`config.mk`:
```
export PLATFORM = sky130hd
export DESIGN_NAME = regional_sorted_queue_with_expiry_core_flat
export DESIGN_NICKNAME = d
export VERILOG_FILES = /design/src/sv/rsq_pkg.sv /design/src/sv/rsq_req_if.sv /design/src/sv/rsq_resp_if.sv /design/src/sv/rsq_cfg_if.sv /design/src/sv/regional_sorted_queue_with_expiry_core.sv /design/src/sv/rsq_ram.sv /design/src/sv/rsq_ctrl.sv /design/src/sv/rsq_dp.sv /design/src/flat_wrapper.sv
export SDC_FILE = /design/constraint.sdc
export NUM_CORES = 2
export LEC_CHECK = 0
export BUFFER_PORTS_ARGS = -buffer_cell sky130_fd_sc_hd__buf_4
export CELL_PAD_IN_SITES_DETAIL_PLACEMENT = 1
export CELL_PAD_IN_SITES_GLOBAL_PLACEMENT = 2
export CORE_MARGIN = 2
export CORE_UTILIZATION = 44
export CTS_BUF_LIST = sky130_fd_sc_hd__clkbuf_16
export DETAILED_ROUTE_END_ITERATION = 10
export GPL_ROUTABILITY_DRIVEN = 0
export GPL_TIMING_DRIVEN = 0
export PLACE_DENSITY = 0.77
export SLEW_MARGIN = 30
export SYNTH_ARGS = -nofsm -noshare
export SYNTH_HDL_FRONTEND = slang
export SYNTH_SLANG_ARGS = --single-unit
```
`constraint.sdc`:
```
create_clock -name clk -period 8.6 [get_ports clk]
set_input_delay 0.86 -clock clk [delete_from_list [all_inputs] [get_ports clk]]
set_output_delay 0.86 -clock clk [all_outputs]
set_load 0.05 [all_outputs]
```
`src/sv/rsq_pkg.sv`:
```
// ----------------------------------------------------------------------------
// rsq_pkg
// types, codes and field widths of the regional sorted queue
// ----------------------------------------------------------------------------
package rsq_pkg;

    localparam int REQ_W    = 2;
    localparam int REGION_W = 3;
    localparam int ID_W     = 16;
    localparam int KEY_W    = 16;
    localparam int TIME_W   = 32;
    localparam int STATUS_W = 2;
    localparam int COUNT_W  = 5;
    localparam int EN_W     = 8;

    typedef logic [REQ_W-1:0]    req_t;
    typedef logic [REGION_W-1:0] region_t;
    typedef logic [ID_W-1:0]     id_t;
    typedef logic [KEY_W-1:0]    key_t;
    typedef logic [TIME_W-1:0]   time_t;
    typedef logic [STATUS_W-1:0] status_t;
    typedef logic [COUNT_W-1:0]  count_t;
    typedef logic [EN_W-1:0]     enable_t;

    localparam req_t REQ_INSERT = 2'd0;
    localparam req_t REQ_QUERY  = 2'd1;
    localparam req_t REQ_EXPIRE = 2'd2;

    localparam status_t ST_OK        = 2'd0;
    localparam status_t ST_NOT_FOUND = 2'd1;
    localparam status_t ST_EMPTY     = 2'd2;
    localparam status_t ST_FULL      = 2'd3;

    localparam count_t COUNT_MAX = 5'd31;

    typedef struct packed {
        region_t region;
        id_t     id;
        key_t    key;
        time_t   stamp;
    } entry_t;

    localparam int ENTRY_W = $bits(entry_t);

    typedef logic [3:0] op_t;

    localparam op_t OP_NONE      = 4'd0;
    localparam op_t OP_LOAD      = 4'd1;
    localparam op_t OP_INIT_INS  = 4'd2;
    localparam op_t OP_INIT_SCAN = 4'd3;
    localparam op_t OP_SET_NF    = 4'd4;
    localparam op_t OP_SET_FULL  = 4'd5;
    localparam op_t OP_SET_EMPTY = 4'd6;
    localparam op_t OP_INS_NEW   = 4'd7;
    localparam op_t OP_SHIFT     = 4'd8;
    localparam op_t OP_FOUND     = 4'd9;
    localparam op_t OP_NEXT      = 4'd10;
    localparam op_t OP_DROP      = 4'd11;
    localparam op_t OP_KEEP      = 4'd12;
    localparam op_t OP_EXP_DONE  = 4'd13;

    typedef struct packed {
        op_t  op;
        logic out_load;
    } dp_cmd_t;

    typedef struct packed {
        req_t req_type;
        logic region_ok;
        logic full;
        logic idx_zero;
        logic idx_end;
        logic shift_ok;
        logic match;
        logic expired;
        logic out_free;
    } dp_stat_t;

endpackage

```
`src/sv/rsq_req_if.sv`:
```
// ----------------------------------------------------------------------------
// rsq_req_if
// request channel: valid/ready with one request word
// ----------------------------------------------------------------------------
interface rsq_req_if;
    import rsq_pkg::*;

    logic    valid;
    logic    ready;
    req_t    req_type;
    region_t region;
    id_t     vehicle_id;
    key_t    fuel;
    time_t   now_time;
    time_t   max_age;

    modport source (
        output valid, req_type, region, vehicle_id, fuel, now_time, max_age,
        input  ready
    );

    modport sink (
        input  valid, req_type, region, vehicle_id, fuel, now_time, max_age,
        output ready
    );

endinterface

```
`src/sv/rsq_resp_if.sv`:
```
// ----------------------------------------------------------------------------
// rsq_resp_if
// response channel: valid/ready with one result word
// ----------------------------------------------------------------------------
interface rsq_resp_if;
    import rsq_pkg::*;

    logic    valid;
    logic    ready;
    status_t status;
    id_t     found_id;
    key_t    found_fuel;
    count_t  removed_count;

    modport source (
        output valid, status, found_id, found_fuel, removed_count,
        input  ready
    );

    modport sink (
        input  valid, status, found_id, found_fuel, removed_count,
        output ready
    );

endinterface

```
`src/sv/rsq_cfg_if.sv`:
```
// ----------------------------------------------------------------------------
// rsq_cfg_if
// configuration write channel for the region enable register
// ----------------------------------------------------------------------------
interface rsq_cfg_if;
    import rsq_pkg::*;

    logic    valid;
    logic    ready;
    enable_t data;

    modport source (
        output valid, data,
        input  ready
    );

    modport sink (
        input  valid, data,
        output ready
    );

endinterface

```
`src/sv/regional_sorted_queue_with_expiry_core.sv`:
```
// insert moves each larger-keyed entry up one place, then writes the new entry
// query walks from the front to the first hit in its region; expire scans every entry
// one request at a time: the next is accepted only once the last response word is in
// the output register, so a stalled response also holds off new requests
// reset: rst_n clears the fill count, region enables and response valid at once;
// no clearing pass, the store is usable the cycle after reset is released
// ----------------------------------------------------------------------------
// regional_sorted_queue_with_expiry_core
// key-sorted bounded queue of per-region entries with query and age expiry
// ----------------------------------------------------------------------------
module regional_sorted_queue_with_expiry_core #(
    parameter int ENTRIES = 16,
    parameter int REGIONS = 8
) (
    input  logic  clk,
    input  logic  rst_n,
    rsq_req_if.sink    req,
    rsq_resp_if.source resp,
    rsq_cfg_if.sink    cfg
);
    import rsq_pkg::*;

    dp_cmd_t  cmd;
    dp_stat_t stat;
    logic     in_ready;

    assign req.ready = in_ready;
    assign cfg.ready = 1'b1;

    rsq_ctrl u_ctrl (
        .clk      (clk),
        .rst_n    (rst_n),
        .in_valid (req.valid),
        .in_ready (in_ready),
        .stat     (stat),
        .cmd      (cmd)
    );

    rsq_dp #(
        .ENTRIES (ENTRIES),
        .REGIONS (REGIONS)
    ) u_dp (
        .clk               (clk),
        .rst_n             (rst_n),
        .cmd               (cmd),
        .stat              (stat),
        .in_req_type       (req.req_type),
        .in_region         (req.region),
        .in_vehicle_id     (req.vehicle_id),
        .in_fuel           (req.fuel),
        .in_now_time       (req.now_time),
        .in_max_age        (req.max_age),
        .cfg_valid         (cfg.valid),
        .cfg_data          (cfg.data),
        .out_valid         (resp.valid),
        .out_ready         (resp.ready),
        .out_status        (resp.status),
        .out_found_id      (resp.found_id),
        .out_found_fuel    (resp.found_fuel),
        .out_removed_count (resp.removed_count)
    );

endmodule

```
`src/sv/rsq_ram.sv`:
```
// ----------------------------------------------------------------------------
// rsq_ram
// generic single-write single-read memory with registered read data
// ----------------------------------------------------------------------------
module rsq_ram #(
    parameter int WIDTH = 8,
    parameter int DEPTH = 16
) (
    input  logic                     clk,
    input  logic                     we,
    input  logic [$clog2(DEPTH)-1:0] waddr,
    input  logic [WIDTH-1:0]         wdata,
    input  logic [$clog2(DEPTH)-1:0] raddr,
    output logic [WIDTH-1:0]         rdata
);

    logic [WIDTH-1:0] mem [DEPTH];

    always_ff @(posedge clk)
    begin
        if (we)
        begin
            mem[waddr] <= wdata;
        end
        rdata <= mem[raddr];
    end

endmodule

```
`src/sv/rsq_ctrl.sv`:
```
// ----------------------------------------------------------------------------
// rsq_ctrl
// request sequencer: dispatches insert, query and expire walks over the store
// ----------------------------------------------------------------------------
module rsq_ctrl (
    input  logic              clk,
    input  logic              rst_n,
    input  logic              in_valid,
    output logic              in_ready,
    input  rsq_pkg::dp_stat_t stat,
    output rsq_pkg::dp_cmd_t  cmd
);
    import rsq_pkg::*;

    localparam logic [2:0] S_IDLE  = 3'd0;
    localparam logic [2:0] S_START = 3'd1;
    localparam logic [2:0] S_RD    = 3'd2;
    localparam logic [2:0] S_CHK   = 3'd3;
    localparam logic [2:0] S_FIN   = 3'd4;

    logic [2:0] state_reg;
    logic [2:0] state_next;

    assign in_ready = (state_reg == S_IDLE);

    always_comb
    begin
        state_next   = state_reg;
        cmd.op       = OP_NONE;
        cmd.out_load = 1'b0;
        unique case (state_reg)
            S_IDLE:
            begin
                if (in_valid)
                begin
                    cmd.op     = OP_LOAD;
                    state_next = S_START;
                end
            end
            S_START:
            begin
                priority case (stat.req_type)
                    REQ_INSERT:
                    begin
                        priority if (!stat.region_ok)
                        begin
                            cmd.op     = OP_SET_NF;
                            state_next = S_FIN;
                        end
                        else if (stat.full)
                        begin
                            cmd.op     = OP_SET_FULL;
                            state_next = S_FIN;
                        end
                        else
                        begin
                            cmd.op     = OP_INIT_INS;
                            state_next = S_RD;
                        end
                    end
                    REQ_QUERY:
                    begin
                        if (!stat.region_ok)
                        begin
                            cmd.op     = OP_SET_NF;
                            state_next = S_FIN;
                        end
                        else
                        begin
                            cmd.op     = OP_INIT_SCAN;
                            state_next = S_RD;
                        end
                    end
                    REQ_EXPIRE:
                    begin
                        cmd.op     = OP_INIT_SCAN;
                        state_next = S_RD;
                    end
                    default:
                    begin
                        state_next = S_FIN;
                    end
                endcase
            end
            S_RD:
            begin
                if (stat.req_type == REQ_INSERT)
                begin
                    if (stat.idx_zero)
                    begin
                        cmd.op     = OP_INS_NEW;
                        state_next = S_FIN;
                    end
                    else
                    begin
                        state_next = S_CHK;
                    end
                end
                else if (stat.idx_end)
                begin
                    cmd.op     = (stat.req_type == REQ_QUERY) ? OP_SET_EMPTY : OP_EXP_DONE;
                    state_next = S_FIN;
                end
                else
                begin
                    state_next = S_CHK;
                end
            end
            S_CHK:
            begin
                if (stat.req_type == REQ_INSERT)
                begin
                    if (stat.shift_ok)
                    begin
                        cmd.op     = OP_SHIFT;
                        state_next = S_RD;
                    end
                    else
                    begin
                        cmd.op     = OP_INS_NEW;
                        state_next = S_FIN;
                    end
                end
                else if (stat.req_type == REQ_QUERY)
                begin
                    if (stat.match)
                    begin
                        cmd.op     = OP_FOUND;
                        state_next = S_FIN;
                    end
                    else
                    begin
                        cmd.op     = OP_NEXT;
                        state_next = S_RD;
                    end
                end
                else
                begin
                    cmd.op     = stat.expired ? OP_DROP : OP_KEEP;
                    state_next = S_RD;
                end
            end
            S_FIN:
            begin
                if (stat.out_free)
                begin
                    cmd.out_load = 1'b1;
                    state_next   = S_IDLE;
                end
            end
            default:
            begin
                state_next = S_IDLE;
            end
        endcase
    end

    always_ff @(posedge clk or negedge rst_n)
    begin
        if (!rst_n)
        begin
            state_reg <= S_IDLE;
        end
        else
        begin
            state_reg <= state_next;
        end
    end

endmodule

```
`src/sv/rsq_dp.sv`:
```
// ----------------------------------------------------------------------------
// rsq_dp
// datapath: request word, walk pointers, fill count, entry store and result
// ----------------------------------------------------------------------------
module rsq_dp #(
    parameter int ENTRIES = 16,
    parameter int REGIONS = 8
) (
    input  logic              clk,
    input  logic              rst_n,
    input  rsq_pkg::dp_cmd_t  cmd,
    output rsq_pkg::dp_stat_t stat,
    input  rsq_pkg::req_t     in_req_type,
    input  rsq_pkg::region_t  in_region,
    input  rsq_pkg::id_t      in_vehicle_id,
    input  rsq_pkg::key_t     in_fuel,
    input  rsq_pkg::time_t    in_now_time,
    input  rsq_pkg::time_t    in_max_age,
    input  logic              cfg_valid,
    input  rsq_pkg::enable_t  cfg_data,
    output logic              out_valid,
    input  logic              out_ready,
    output rsq_pkg::status_t  out_status,
    output rsq_pkg::id_t      out_found_id,
    output rsq_pkg::key_t     out_found_fuel,
    output rsq_pkg::count_t   out_removed_count
);
    import rsq_pkg::*;

    localparam int IDXW = $clog2(ENTRIES);
    localparam int CNTW = $clog2(ENTRIES + 1);
    localparam logic [CNTW-1:0] FULL_CNT = CNTW'(ENTRIES);
    localparam logic [CNTW-1:0] ONE      = CNTW'(1);
    localparam logic [7:0]      REG_LIM  = 8'(REGIONS);

    req_t            req_type_reg, req_type_next;
    region_t         region_reg, region_next;
    id_t             id_reg, id_next;
    key_t            key_reg, key_next;
    time_t           now_reg, now_next;
    time_t           max_age_reg, max_age_next;
    logic [CNTW-1:0] idx_reg, idx_next;
    logic [CNTW-1:0] wr_reg, wr_next;
    logic [CNTW-1:0] cnt_reg, cnt_next;
    status_t         status_reg, status_next;
    id_t             fid_reg, fid_next;
    key_t            fkey_reg, fkey_next;
    count_t          removed_reg, removed_next;
    enable_t         en_reg, en_next;
    logic            out_valid_reg, out_valid_next;
    status_t         out_status_reg, out_status_next;
    id_t             out_id_reg, out_id_next;
    key_t            out_fuel_reg, out_fuel_next;
    count_t          out_removed_reg, out_removed_next;

    logic            ram_we;
    logic [IDXW-1:0] ram_waddr;
    entry_t          ram_wdata;
    logic [IDXW-1:0] ram_raddr;
    logic [ENTRY_W-1:0] ram_rdata;
    entry_t          rd;
    logic [CNTW-1:0] idx_m1;
    time_t           age;

    assign rd     = entry_t'(ram_rdata);
    assign idx_m1 = idx_reg - ONE;
    assign age    = now_reg - rd.stamp;

    assign ram_raddr = (req_type_reg == REQ_INSERT) ? idx_m1[IDXW-1:0] : idx_reg[IDXW-1:0];

    always_comb
    begin
        ram_we    = 1'b0;
        ram_waddr = idx_reg[IDXW-1:0];
        ram_wdata = rd;
        if (cmd.op == OP_INS_NEW)
        begin
            ram_we    = 1'b1;
            ram_wdata = '{region: region_reg, id: id_reg, key: key_reg, stamp: now_reg};
        end
        else if (cmd.op == OP_SHIFT)
        begin
            ram_we = 1'b1;
        end
        else if (cmd.op == OP_KEEP)
        begin
            ram_we    = 1'b1;
            ram_waddr = wr_reg[IDXW-1:0];
        end
    end

    rsq_ram #(
        .WIDTH (ENTRY_W),
        .DEPTH (ENTRIES)
    ) u_store (
        .clk   (clk),
        .we    (ram_we),
        .waddr (ram_waddr),
        .wdata (ram_wdata),
        .raddr (ram_raddr),
        .rdata (ram_rdata)
    );

    always_comb
    begin
        stat.req_type  = req_type_reg;
        stat.region_ok = ({5'd0, region_reg} < REG_LIM) && en_reg[region_reg];
        stat.full      = (cnt_reg == FULL_CNT);
        stat.idx_zero  = (idx_reg == '0);
        stat.idx_end   = (idx_reg == cnt_reg);
        stat.shift_ok  = (rd.key > key_reg);
        stat.match     = (rd.region == region_reg);
        stat.expired   = (age > max_age_reg);
        stat.out_free  = !out_valid_reg || out_ready;
    end

    always_comb
    begin
        req_type_next    = req_type_reg;
        region_next      = region_reg;
        id_next          = id_reg;
        key_next         = key_reg;
        now_next         = now_reg;
        max_age_next     = max_age_reg;
        idx_next         = idx_reg;
        wr_next          = wr_reg;
        cnt_next         = cnt_reg;
        status_next      = status_reg;
        fid_next         = fid_reg;
        fkey_next        = fkey_reg;
        removed_next     = removed_reg;
        en_next          = cfg_valid ? cfg_data : en_reg;
        out_valid_next   = out_valid_reg && !out_ready;
        out_status_next  = out_status_reg;
        out_id_next      = out_id_reg;
        out_fuel_next    = out_fuel_reg;
        out_removed_next = out_removed_reg;

        unique case (cmd.op)
            OP_LOAD:
            begin
                req_type_next = in_req_type;
                region_next   = in_region;
                id_next       = in_vehicle_id;
                key_next      = in_fuel;
                now_next      = in_now_time;
                max_age_next  = in_max_age;
                status_next   = ST_OK;
                fid_next      = '0;
                fkey_next     = '0;
                removed_next  = '0;
            end
            OP_INIT_INS:  idx_next = cnt_reg;
            OP_INIT_SCAN:
            begin
                idx_next = '0;
                wr_next  = '0;
            end
            OP_SET_NF:    status_next = ST_NOT_FOUND;
            OP_SET_FULL:  status_next = ST_FULL;
            OP_SET_EMPTY: status_next = ST_EMPTY;
            OP_INS_NEW:   cnt_next = cnt_reg + ONE;
            OP_SHIFT:     idx_next = idx_m1;
            OP_FOUND:
            begin
                fid_next  = rd.id;
                fkey_next = rd.key;
            end
            OP_NEXT:      idx_next = idx_reg + ONE;
            OP_DROP:
            begin
                idx_next = idx_reg + ONE;
                if (removed_reg != COUNT_MAX)
                begin
                    removed_next = removed_reg + 5'd1;
                end
            end
            OP_KEEP:
            begin
                idx_next = idx_reg + ONE;
                wr_next  = wr_reg + ONE;
            end
            OP_EXP_DONE:  cnt_next = wr_reg;
            default:
            begin
            end
        endcase

        if (cmd.out_load)
        begin
            out_valid_next   = 1'b1;
            out_status_next  = status_reg;
            out_id_next      = fid_reg;
            out_fuel_next    = fkey_reg;
            out_removed_next = removed_reg;
        end
    end

    always_ff @(posedge clk or negedge rst_n)
    begin
        if (!rst_n)
        begin
            cnt_reg       <= '0;
            en_reg        <= '0;
            out_valid_reg <= 1'b0;
        end
        else
        begin
            cnt_reg       <= cnt_next;
            en_reg        <= en_next;
            out_valid_reg <= out_valid_next;
        end
    end

    always_ff @(posedge clk)
    begin
        req_type_reg    <= req_type_next;
        region_reg      <= region_next;
        id_reg          <= id_next;
        key_reg         <= key_next;
        now_reg         <= now_next;
        max_age_reg     <= max_age_next;
        idx_reg         <= idx_next;
        wr_reg          <= wr_next;
        status_reg      <= status_next;
        fid_reg         <= fid_next;
        fkey_reg        <= fkey_next;
        removed_reg     <= removed_next;
        out_status_reg  <= out_status_next;
        out_id_reg      <= out_id_next;
        out_fuel_reg    <= out_fuel_next;
        out_removed_reg <= out_removed_next;
    end

    assign out_valid         = out_valid_reg;
    assign out_status        = out_status_reg;
    assign out_found_id      = out_id_reg;
    assign out_found_fuel    = out_fuel_reg;
    assign out_removed_count = out_removed_reg;

endmodule

```
`src/flat_wrapper.sv`:
```
// flat-port wrapper written by rule: the top's interface ports become plain ports
module regional_sorted_queue_with_expiry_core_flat import rsq_pkg::*;
#(
    parameter int ENTRIES = 16,
    parameter int REGIONS = 8
)
  (clk, rst_n, req_valid, req_req_type, req_region, req_vehicle_id, req_fuel, req_now_time, req_max_age, req_ready, resp_valid, resp_status, resp_found_id, resp_found_fuel, resp_removed_count, resp_ready, cfg_valid, cfg_data, cfg_ready);
  rsq_req_if req_i ();
  rsq_resp_if resp_i ();
  rsq_cfg_if cfg_i ();
  input  logic clk;
  input  logic rst_n;
  input wire logic [$bits(req_i.valid)-1:0] req_valid;
  input wire logic [$bits(req_i.req_type)-1:0] req_req_type;
  input wire logic [$bits(req_i.region)-1:0] req_region;
  input wire logic [$bits(req_i.vehicle_id)-1:0] req_vehicle_id;
  input wire logic [$bits(req_i.fuel)-1:0] req_fuel;
  input wire logic [$bits(req_i.now_time)-1:0] req_now_time;
  input wire logic [$bits(req_i.max_age)-1:0] req_max_age;
  output wire logic [$bits(req_i.ready)-1:0] req_ready;
  output wire logic [$bits(resp_i.valid)-1:0] resp_valid;
  output wire logic [$bits(resp_i.status)-1:0] resp_status;
  output wire logic [$bits(resp_i.found_id)-1:0] resp_found_id;
  output wire logic [$bits(resp_i.found_fuel)-1:0] resp_found_fuel;
  output wire logic [$bits(resp_i.removed_count)-1:0] resp_removed_count;
  input wire logic [$bits(resp_i.ready)-1:0] resp_ready;
  input wire logic [$bits(cfg_i.valid)-1:0] cfg_valid;
  input wire logic [$bits(cfg_i.data)-1:0] cfg_data;
  output wire logic [$bits(cfg_i.ready)-1:0] cfg_ready;
  assign req_i.valid = req_valid;
  assign req_i.req_type = req_req_type;
  assign req_i.region = req_region;
  assign req_i.vehicle_id = req_vehicle_id;
  assign req_i.fuel = req_fuel;
  assign req_i.now_time = req_now_time;
  assign req_i.max_age = req_max_age;
  assign req_ready = req_i.ready;
  assign resp_valid = resp_i.valid;
  assign resp_status = resp_i.status;
  assign resp_found_id = resp_i.found_id;
  assign resp_found_fuel = resp_i.found_fuel;
  assign resp_removed_count = resp_i.removed_count;
  assign resp_i.ready = resp_ready;
  assign cfg_i.valid = cfg_valid;
  assign cfg_i.data = cfg_data;
  assign cfg_ready = cfg_i.ready;
  regional_sorted_queue_with_expiry_core #(.ENTRIES(ENTRIES), .REGIONS(REGIONS)) u_core (.clk(clk), .rst_n(rst_n), .req(req_i), .resp(resp_i), .cfg(cfg_i));
endmodule
```
---- Word-level counts from Yosys, hierarchy flattened ----
Memory sizes are Yosys's and may differ from the RTL's. A register that Yosys moved wholly into a read port is not among the register bits.
Cells that the tools add are included.
word-level totals
  memories kept ........................... 1
  RAM bits ................................ 1072
  logic and storage cells ................. 124
  flip-flop bits (word level) ............. 206
  bits of input ports ..................... 114
memories
  memory                   depth  bits a word  read ports  clocked after Yosys merged registers in  write ports  line           source
  u_core.u_dp.u_store.mem  16     67           1           1                                        1            rsq_ram.sv:17  logic [WIDTH-1:0] mem [DEPTH];
operators by class
  eq/ne operators ......................... 26
  reduce and logical (&&, ||, !) cells .... 16
  mux-type cells .......................... 52
  $lt $le $gt $ge ......................... 3
  add/subtract/negate cells ............... 6
operators by type and width
  kind                                                  number
  two-way mux 67 bit                                    1
  one-hot mux 16 bit (2 select lines)                   2
  two-way mux 3 bit                                     17
  two-way mux 4 bit                                     10
  > comparator 32 bit                                   1
  subtractor 32 bit                                     1
  one-hot mux 5 bit (2 select lines)                    3
  equality test 4 bit (second input constant)           6
  adder 5 x 1 -> 5 bit (second input constant)          4
  one-hot mux 5 bit (4 select lines)                    1
  one-hot mux 3 bit (3 select lines)                    2
  equality test 4 x 3 -> 1 bit (second input constant)  4
  > comparator 16 bit                                   1
  one-hot mux 4 bit (4 select lines)                    1
  one-hot mux 3 bit (5 select lines)                    1
  two-way mux 1 bit                                     10
  equality test 4 x 2 -> 1 bit (second input constant)  2
  one-hot mux 2 bit (4 select lines)                    1
  nonzero test 2 bit                                    4
  nonzero test 4 bit                                    2
  equality test 3 x 2 -> 1 bit (second input constant)  2
  equality test 5 bit                                   1
  equality test 5 bit (second input constant)           1
  logical NOT 5 bit                                     1
  21 further kinds                                      24

---- Logic depth before layout (Yosys ltp) ----
  word-level depth ........................ 12
  gate-level depth with buffers ........... 26

---- Hierarchy ----
From an unflattened synthesis, not the netlist that was laid out.
unflattened totals
  cell total of the unflattened synthesis .. 2801
  area total of the unflattened synthesis .. 52987.1 sq um
by module, submodules not included
  module                                  area each (sq um)  cells each  instances
  rsq_ram                                 41438.5            1724        1
  rsq_dp                                  11106.9            1019        1
  rsq_ctrl                                430.4              56          1
  regional_sorted_queue_with_expiry_core  11.3               2           1

---- Least setup slack after synthesis ----
Ideal clock, no wire load.
  kind .................................... reg2reg
  from .................................... reg u_core.u_dp.now_reg[0]
  to ...................................... mem u_core.u_dp.u_store.mem[10][0] (netlist name), enable pin
  stages on the path, launching flop included .. 25
  data arrival time ....................... 8.255 ns
  path slack .............................. -0.169 ns
  path buffers ............................ 2
  setup time .............................. 0.514 ns
  period minus slack after synthesis ...... 8.769 ns
  data required time ...................... 8.086 ns
  cells stage by stage .................... edfxtp_1 > inv_1 > ha_1 > inv_1 > fa_1 > a211oi_1 > nor2_1 > o21ai_0 > a211oi_1 > o2111ai_1 > a31oi_1 > or3_1 > o311ai_0 > ha_1 > a21oi_1 > nand2_1 > a221oi_1 > nand3_1 > o211ai_1 > and4_1 > buf_2 > and4_4 > buf_6 > o21ai_0 > a21oi_1
between the ends
  word-level cells in the longest chain between the ends .. 12
ends and longest elaborated chain
  item                                     line             source
  start, declared                          rsq_dp.sv:40     time_t now_reg, now_next;
  start signal, assigned                   rsq_dp.sv:221    now_reg <= now_next;
  subtractor 32 bit (*)                    rsq_dp.sv:67     assign age = now_reg - rd.stamp;
  > comparator 32 bit (*)                  rsq_dp.sv:113    stat.expired = (age > max_age_reg);
  two-way mux 3 bit (*)                    rsq_ctrl.sv:139  cmd.op = stat.expired ? OP_DROP : OP_KEEP;
  two-way mux 4 bit (*)                    rsq_ctrl.sv:124  else if (stat.req_type == REQ_QUERY)
  two-way mux 4 bit (*)                    rsq_ctrl.sv:111  if (stat.req_type == REQ_INSERT)
  one-hot mux 4 bit (4 select lines) (*)   rsq_ctrl.sv:31   unique case (state_reg)
  equality test 4 bit                      rsq_dp.sv:85     else if (cmd.op == OP_KEEP)
  two-way mux 1 bit                        rsq_dp.sv:85
  two-way mux 1 bit                        rsq_dp.sv:81     else if (cmd.op == OP_SHIFT)
  two-way mux 1 bit                        rsq_dp.sv:76     if (cmd.op == OP_INS_NEW)
  two-way mux 1 bit                        rsq_ram.sv:21    if (we)
  two-way mux 1 bit (implied by the code)  rsq_ram.sv:23    mem[waddr] <= wdata;
  end, declared                            rsq_ram.sv:17
Every way passes the cells marked *; elsewhere a longest branch is shown, timed or not.

---- Worst setup path in the final report ----
  from .................................... reg u_core.u_dp.now_reg[0]
  to ...................................... mem u_core.u_dp.u_store.mem[9][60] (netlist name), enable pin
Same word-level chain as after synthesis.

==> impl_results.md <==
- Number of flops mapped to enable cells by yosys: roughly 1300
- Clock sink count: 1345
- Largest family of logic cells by synthesized area: multiplexers
- Min Tclk post-route: 8.16 ns
- Clock-pin slew on the worst setup and hold paths: 0.06 ns
- CP Class: flip-flop to flip-flop
- Initial DRC Count: 2959
- Dominant synthesized flop cell: edfxtp_1
- Cell variety after synth: 78
- Metal-1 WL: 55600 µm
- Combinational Power Share: 0.350
- Max Cap Viol: 0
- Initial antenna violation count: 0
- ANT nets after route: 0
- Power share of the clock group: 0.259
- Final Hold Fails: 0
- Final setup viols: 0
- WL per Instance: about 30 µm
- Largest cells by area after synthesis: edfxtp_1, mux4_2, dfxtp_1, ha_1, mux2_2
- Status: finished clean
- Crit path DAT: 8.62 ns
- Syn nets: between 2000 and 3000
- Vias in the first global route: approximately 29000
- Root Driver: clkbuf_16
- Flops & latches, synth: 1345
- Sequential share of power: 0.391
- Top reg by flops: u_core.u_dp.u_store.mem
- Syn Std Cell Area: about 0.053 mm²
- Switching Fraction: 0.330
- Int Power: 15.6 mW
- PwrDens: 367 mW/mm²
- XOR/XNOR Fraction of Synth Area: 0.00744
- CTS tree: built
- Fill cells: approximately 10000
- Maximum VDD drop: roughly 0.00018 V
- Rows: 127
- Vias per Instance: 5.81
- Slew margin rel.: 0.298
- Clock Tree Buf Depth: 3
- DRC Markers: 0
- Initial core utilization: 0.443
- Fin crit share: 0.949
- Post-Synth Simple-Gate Area: 0.0258
- Sw power: 7.68 mW
- Fraction of synthesized area in multiplexers: 0.157
- WL met2: 72600 µm
- I/O Pins: about 160
- H-tree depth: 4
- Total gr overflow: 0
- Async SR Flop Fraction: 0.0126
- Finished layout cell area: 0.0634 mm²
- Post-synth top area cell: edfxtp_1
- Critical-path maximum fanout: 14
- Critical Path RT: 9.06 ns
- Worst slew pin tran: 1.05 ns
- Top Registers: u_core.u_dp.u_store.mem: 1072 flops, u_core.u_dp.u_store.rdata: 67 flops
- Mean Syn Cell Area: 20.8 µm²
- Startpoint types: flip-flop
- Routed wire length: 141000 µm
- Max layer used: met4
- Fin nets: 3157
- Slew Viols, Final: 0
- Pin count of the biggest net entering global routing: 66
- Detailed Routing Iterations Pass 1: 5
- First-pass GRT wire length: about 200000 µm
- Gate Count Post-Synth: 2552
- Clk Latency, worst-skew pair: 0.78 ns
- Hold Path Depth: 1
- Setup crit end kind: flip-flop
- Dpl cells: 4417
- Hold Crit Class: input port to flip-flop
- Non-Filler Instances: around 4700
- Post-synth top area share: 0.714
- Placement Cell Area: between 0.05 and 0.06 mm²
- Met3 wire len: 8960 µm
- Core footprint: 0.120 mm²
- Tot GR Track Use: 0.233
- Register area share after synthesis: 0.748
- Die height: 351 µm
- Max reg flops: about 1100
- Worst r2r path cells: 27
- Dpl hpwl: 94200 µm
- CTS Buf Count: approximately 140
- Port buffer count: 153
- Synthesis Warnings: 0
- Leakage: 21.3 nW
- Die ar.: 0.123 mm²
- Final Skew: roughly 0.025 ns
- FMAX: 123 MHz
- Horiz. Die Dim: 351 µm
- TNS Setup: 0 ns
- P&R area growth vs syn: 19.7%
- Vias: about 27000
- Synth Area in Adders: 0.0207
- Share of layout cells above drive strength 1: 0.317
- Compound-Gate Fraction of Synth Area: 0.0255
-- power groups by stage --
| stage | sequential (mW) | combinational [mW] | clock, mW |
|---|---|---|---|
| final | 9.10 | 8.15 | 6.02 |
| after global routing | 9.15 | 8.74 | 6.35 |
| after CTS | 9.11 | 8.18 | 6.12 |
| after detailed placement | 9.23 | 8.09 | 0 |
| after global placement | 9.28 | 7.49 | 0 |
| after floorplan | 9.17 | 5.35 | 0 |
-- worst max-delay path, stage by stage (launching register included) --
cell	delay (ns)
edfxtp_1	0.41
clkinvlp_4	0.18
ha_1	0.29
inv_1	0.08
fa_1	0.46
a211oi_1	0.24
nor2_1	0.11
o21ai_1	0.24
a211oi_1	0.26
o2111ai_1	0.36
a31oi_1	0.22
or3_1	0.45
o311ai_0	0.37
ha_1	0.33
nand4_1	0.20
inv_1	0.07
a221oi_1	0.53
a31o_2	0.26
o211ai_2	0.31
a31o_2	0.43
nor3_4	0.42
buf_4	0.33
o21ai_2	0.19
a21oi_4	0.29
buf_16	0.19
buf_16	0.18
buf_8	0.21
buf_16	0.19
-- layout make-up --
cell class,instances,area (µm²),share of cell area
flip-flops and latches,1345,39600,0.625
multi-input cells,1001,12900,0.203
clock buffers,143,3580,0.0564
repair buffers,261,3490,0.0551
well taps,1612,2020,0.0318
clock inverters,118,981,0.0155
plain buffers,102,479,0.00755
inverters,104,399,0.00629
diodes,1,2.50,0.0000394
-- Yosys cell counts (16+ instances only) --
cell and instances:
xnor2_1 23, nand2_1 57, o21ai_0 27, edfxtp_1 1261, clkbuf_1 61, nor2_1 54, mux2_2 58, dfxtp_1 67
buf_2 18, ha_1 86, and2_1 36, nor3_1 18, dfrtp_1 17, nand3_1 25, inv_1 103, a21oi_1 56
mux4_2 335, a31oi_1 16, nand4_1 16, o21ai_1 18, xor2_1 22
-- routing by layer --
layer	up-vias	global-route usage
li1	11323	-
met1	14649	0.302
met2	1067	0.398
met3	211	0.0422
met4	0	0.0742
met5	-	0
-- kinds of logic after synthesis --
| logic type | count (synthesis) |
|---|---|
| buffers and inverters | 206 |
| adder cells (fa/ha/maj) | 87 |
| XOR/XNOR | 45 |
| AO/OA/AOI/OAI | 205 |
| flip-flops | 1345 |
| AND/OR/NAND/NOR | 262 |
| other | 1 |
| multiplexers | 401 |
-- path summary, 6_finish.rpt --
| check | endpoint | slack [ns] | startpoint |
|---|---|---|---|
| setup reg to reg | u_core.u_dp.u_store.mem[9][60]$_DFFE_PP_ | 0.44 | u_core.u_dp.now_reg[0]$_DFFE_PP_ |
| hold reg to reg | u_core.u_dp.out_status[1]$_DFFE_PP_ | 0.42 | u_core.u_dp.status_reg[1]$_DFFE_PP_ |
| min in group asynchronous | u_core.u_dp.en_reg[2]$_DFFE_PN0P_ | 0.51 | rst_n |
| setup / recovery | u_core.u_dp.u_store.mem[9][60]$_DFFE_PP_ | 0.44 | u_core.u_dp.now_reg[0]$_DFFE_PP_ |
| max in group asynchronous | u_core.u_dp.en_reg[6]$_DFFE_PN0P_ | 7.88 | rst_n |
| hold / removal | u_core.u_dp.key_reg[0]$_DFFE_PP_ | 0.26 | req_fuel[0] |
-- stage by stage --
stage	setup WS (ns)	power [mW]	utilization	hold WS, ns
2_1_floorplan	-0.169	14.5	-	0.400
3_3_place_gp	-7.62	16.8	0.470	0.404
3_5_place_dp	-0.477	17.3	0.490	0.406
4_1_cts	0.00350	23.4	0.529	0.207
5_1_grt	-0.0166	24.2	0.530	0.233
6_report	0.442	23.3	0.530	0.262
-- placed cells by master, fill, tap and decap left out, drive strengths merged, types with 17 or more instances in the layout --
| cell type | synthesis | routed |
|---|---|---|
| edfxtp | 1261 | 1261 |
| mux4 | 337 | 337 |
| nor2 | 54 | 54 |
| nor3 | 20 | 20 |
| dfxtp | 67 | 67 |
| inv | 104 | 147 |
| mux2 | 59 | 59 |
| a21oi | 57 | 57 |
| nand3 | 25 | 25 |
| and2 | 36 | 36 |
| o21ai | 45 | 45 |
| nand2 | 57 | 57 |
| xnor2 | 23 | 23 |
| dfrtp | 17 | 17 |
| clkbuf | 61 | 204 |
| clkinv | 0 | 57 |
| xor2 | 22 | 22 |
| ha | 86 | 86 |
| buf | 41 | 301 |
-- what timing repair did --
item / 4_1_cts / 5_1_grt
setup endpoints to repair: 572 / 632
gates cloned: 0 / 0
buffers inserted: 2 / 5
hold buffers: 1 / 0
endpoints found under the hold margin: 17 / 0
resized for setup: 7 / 4
pin swaps: 2 / 2
Power figures use the tool's default switching activity.
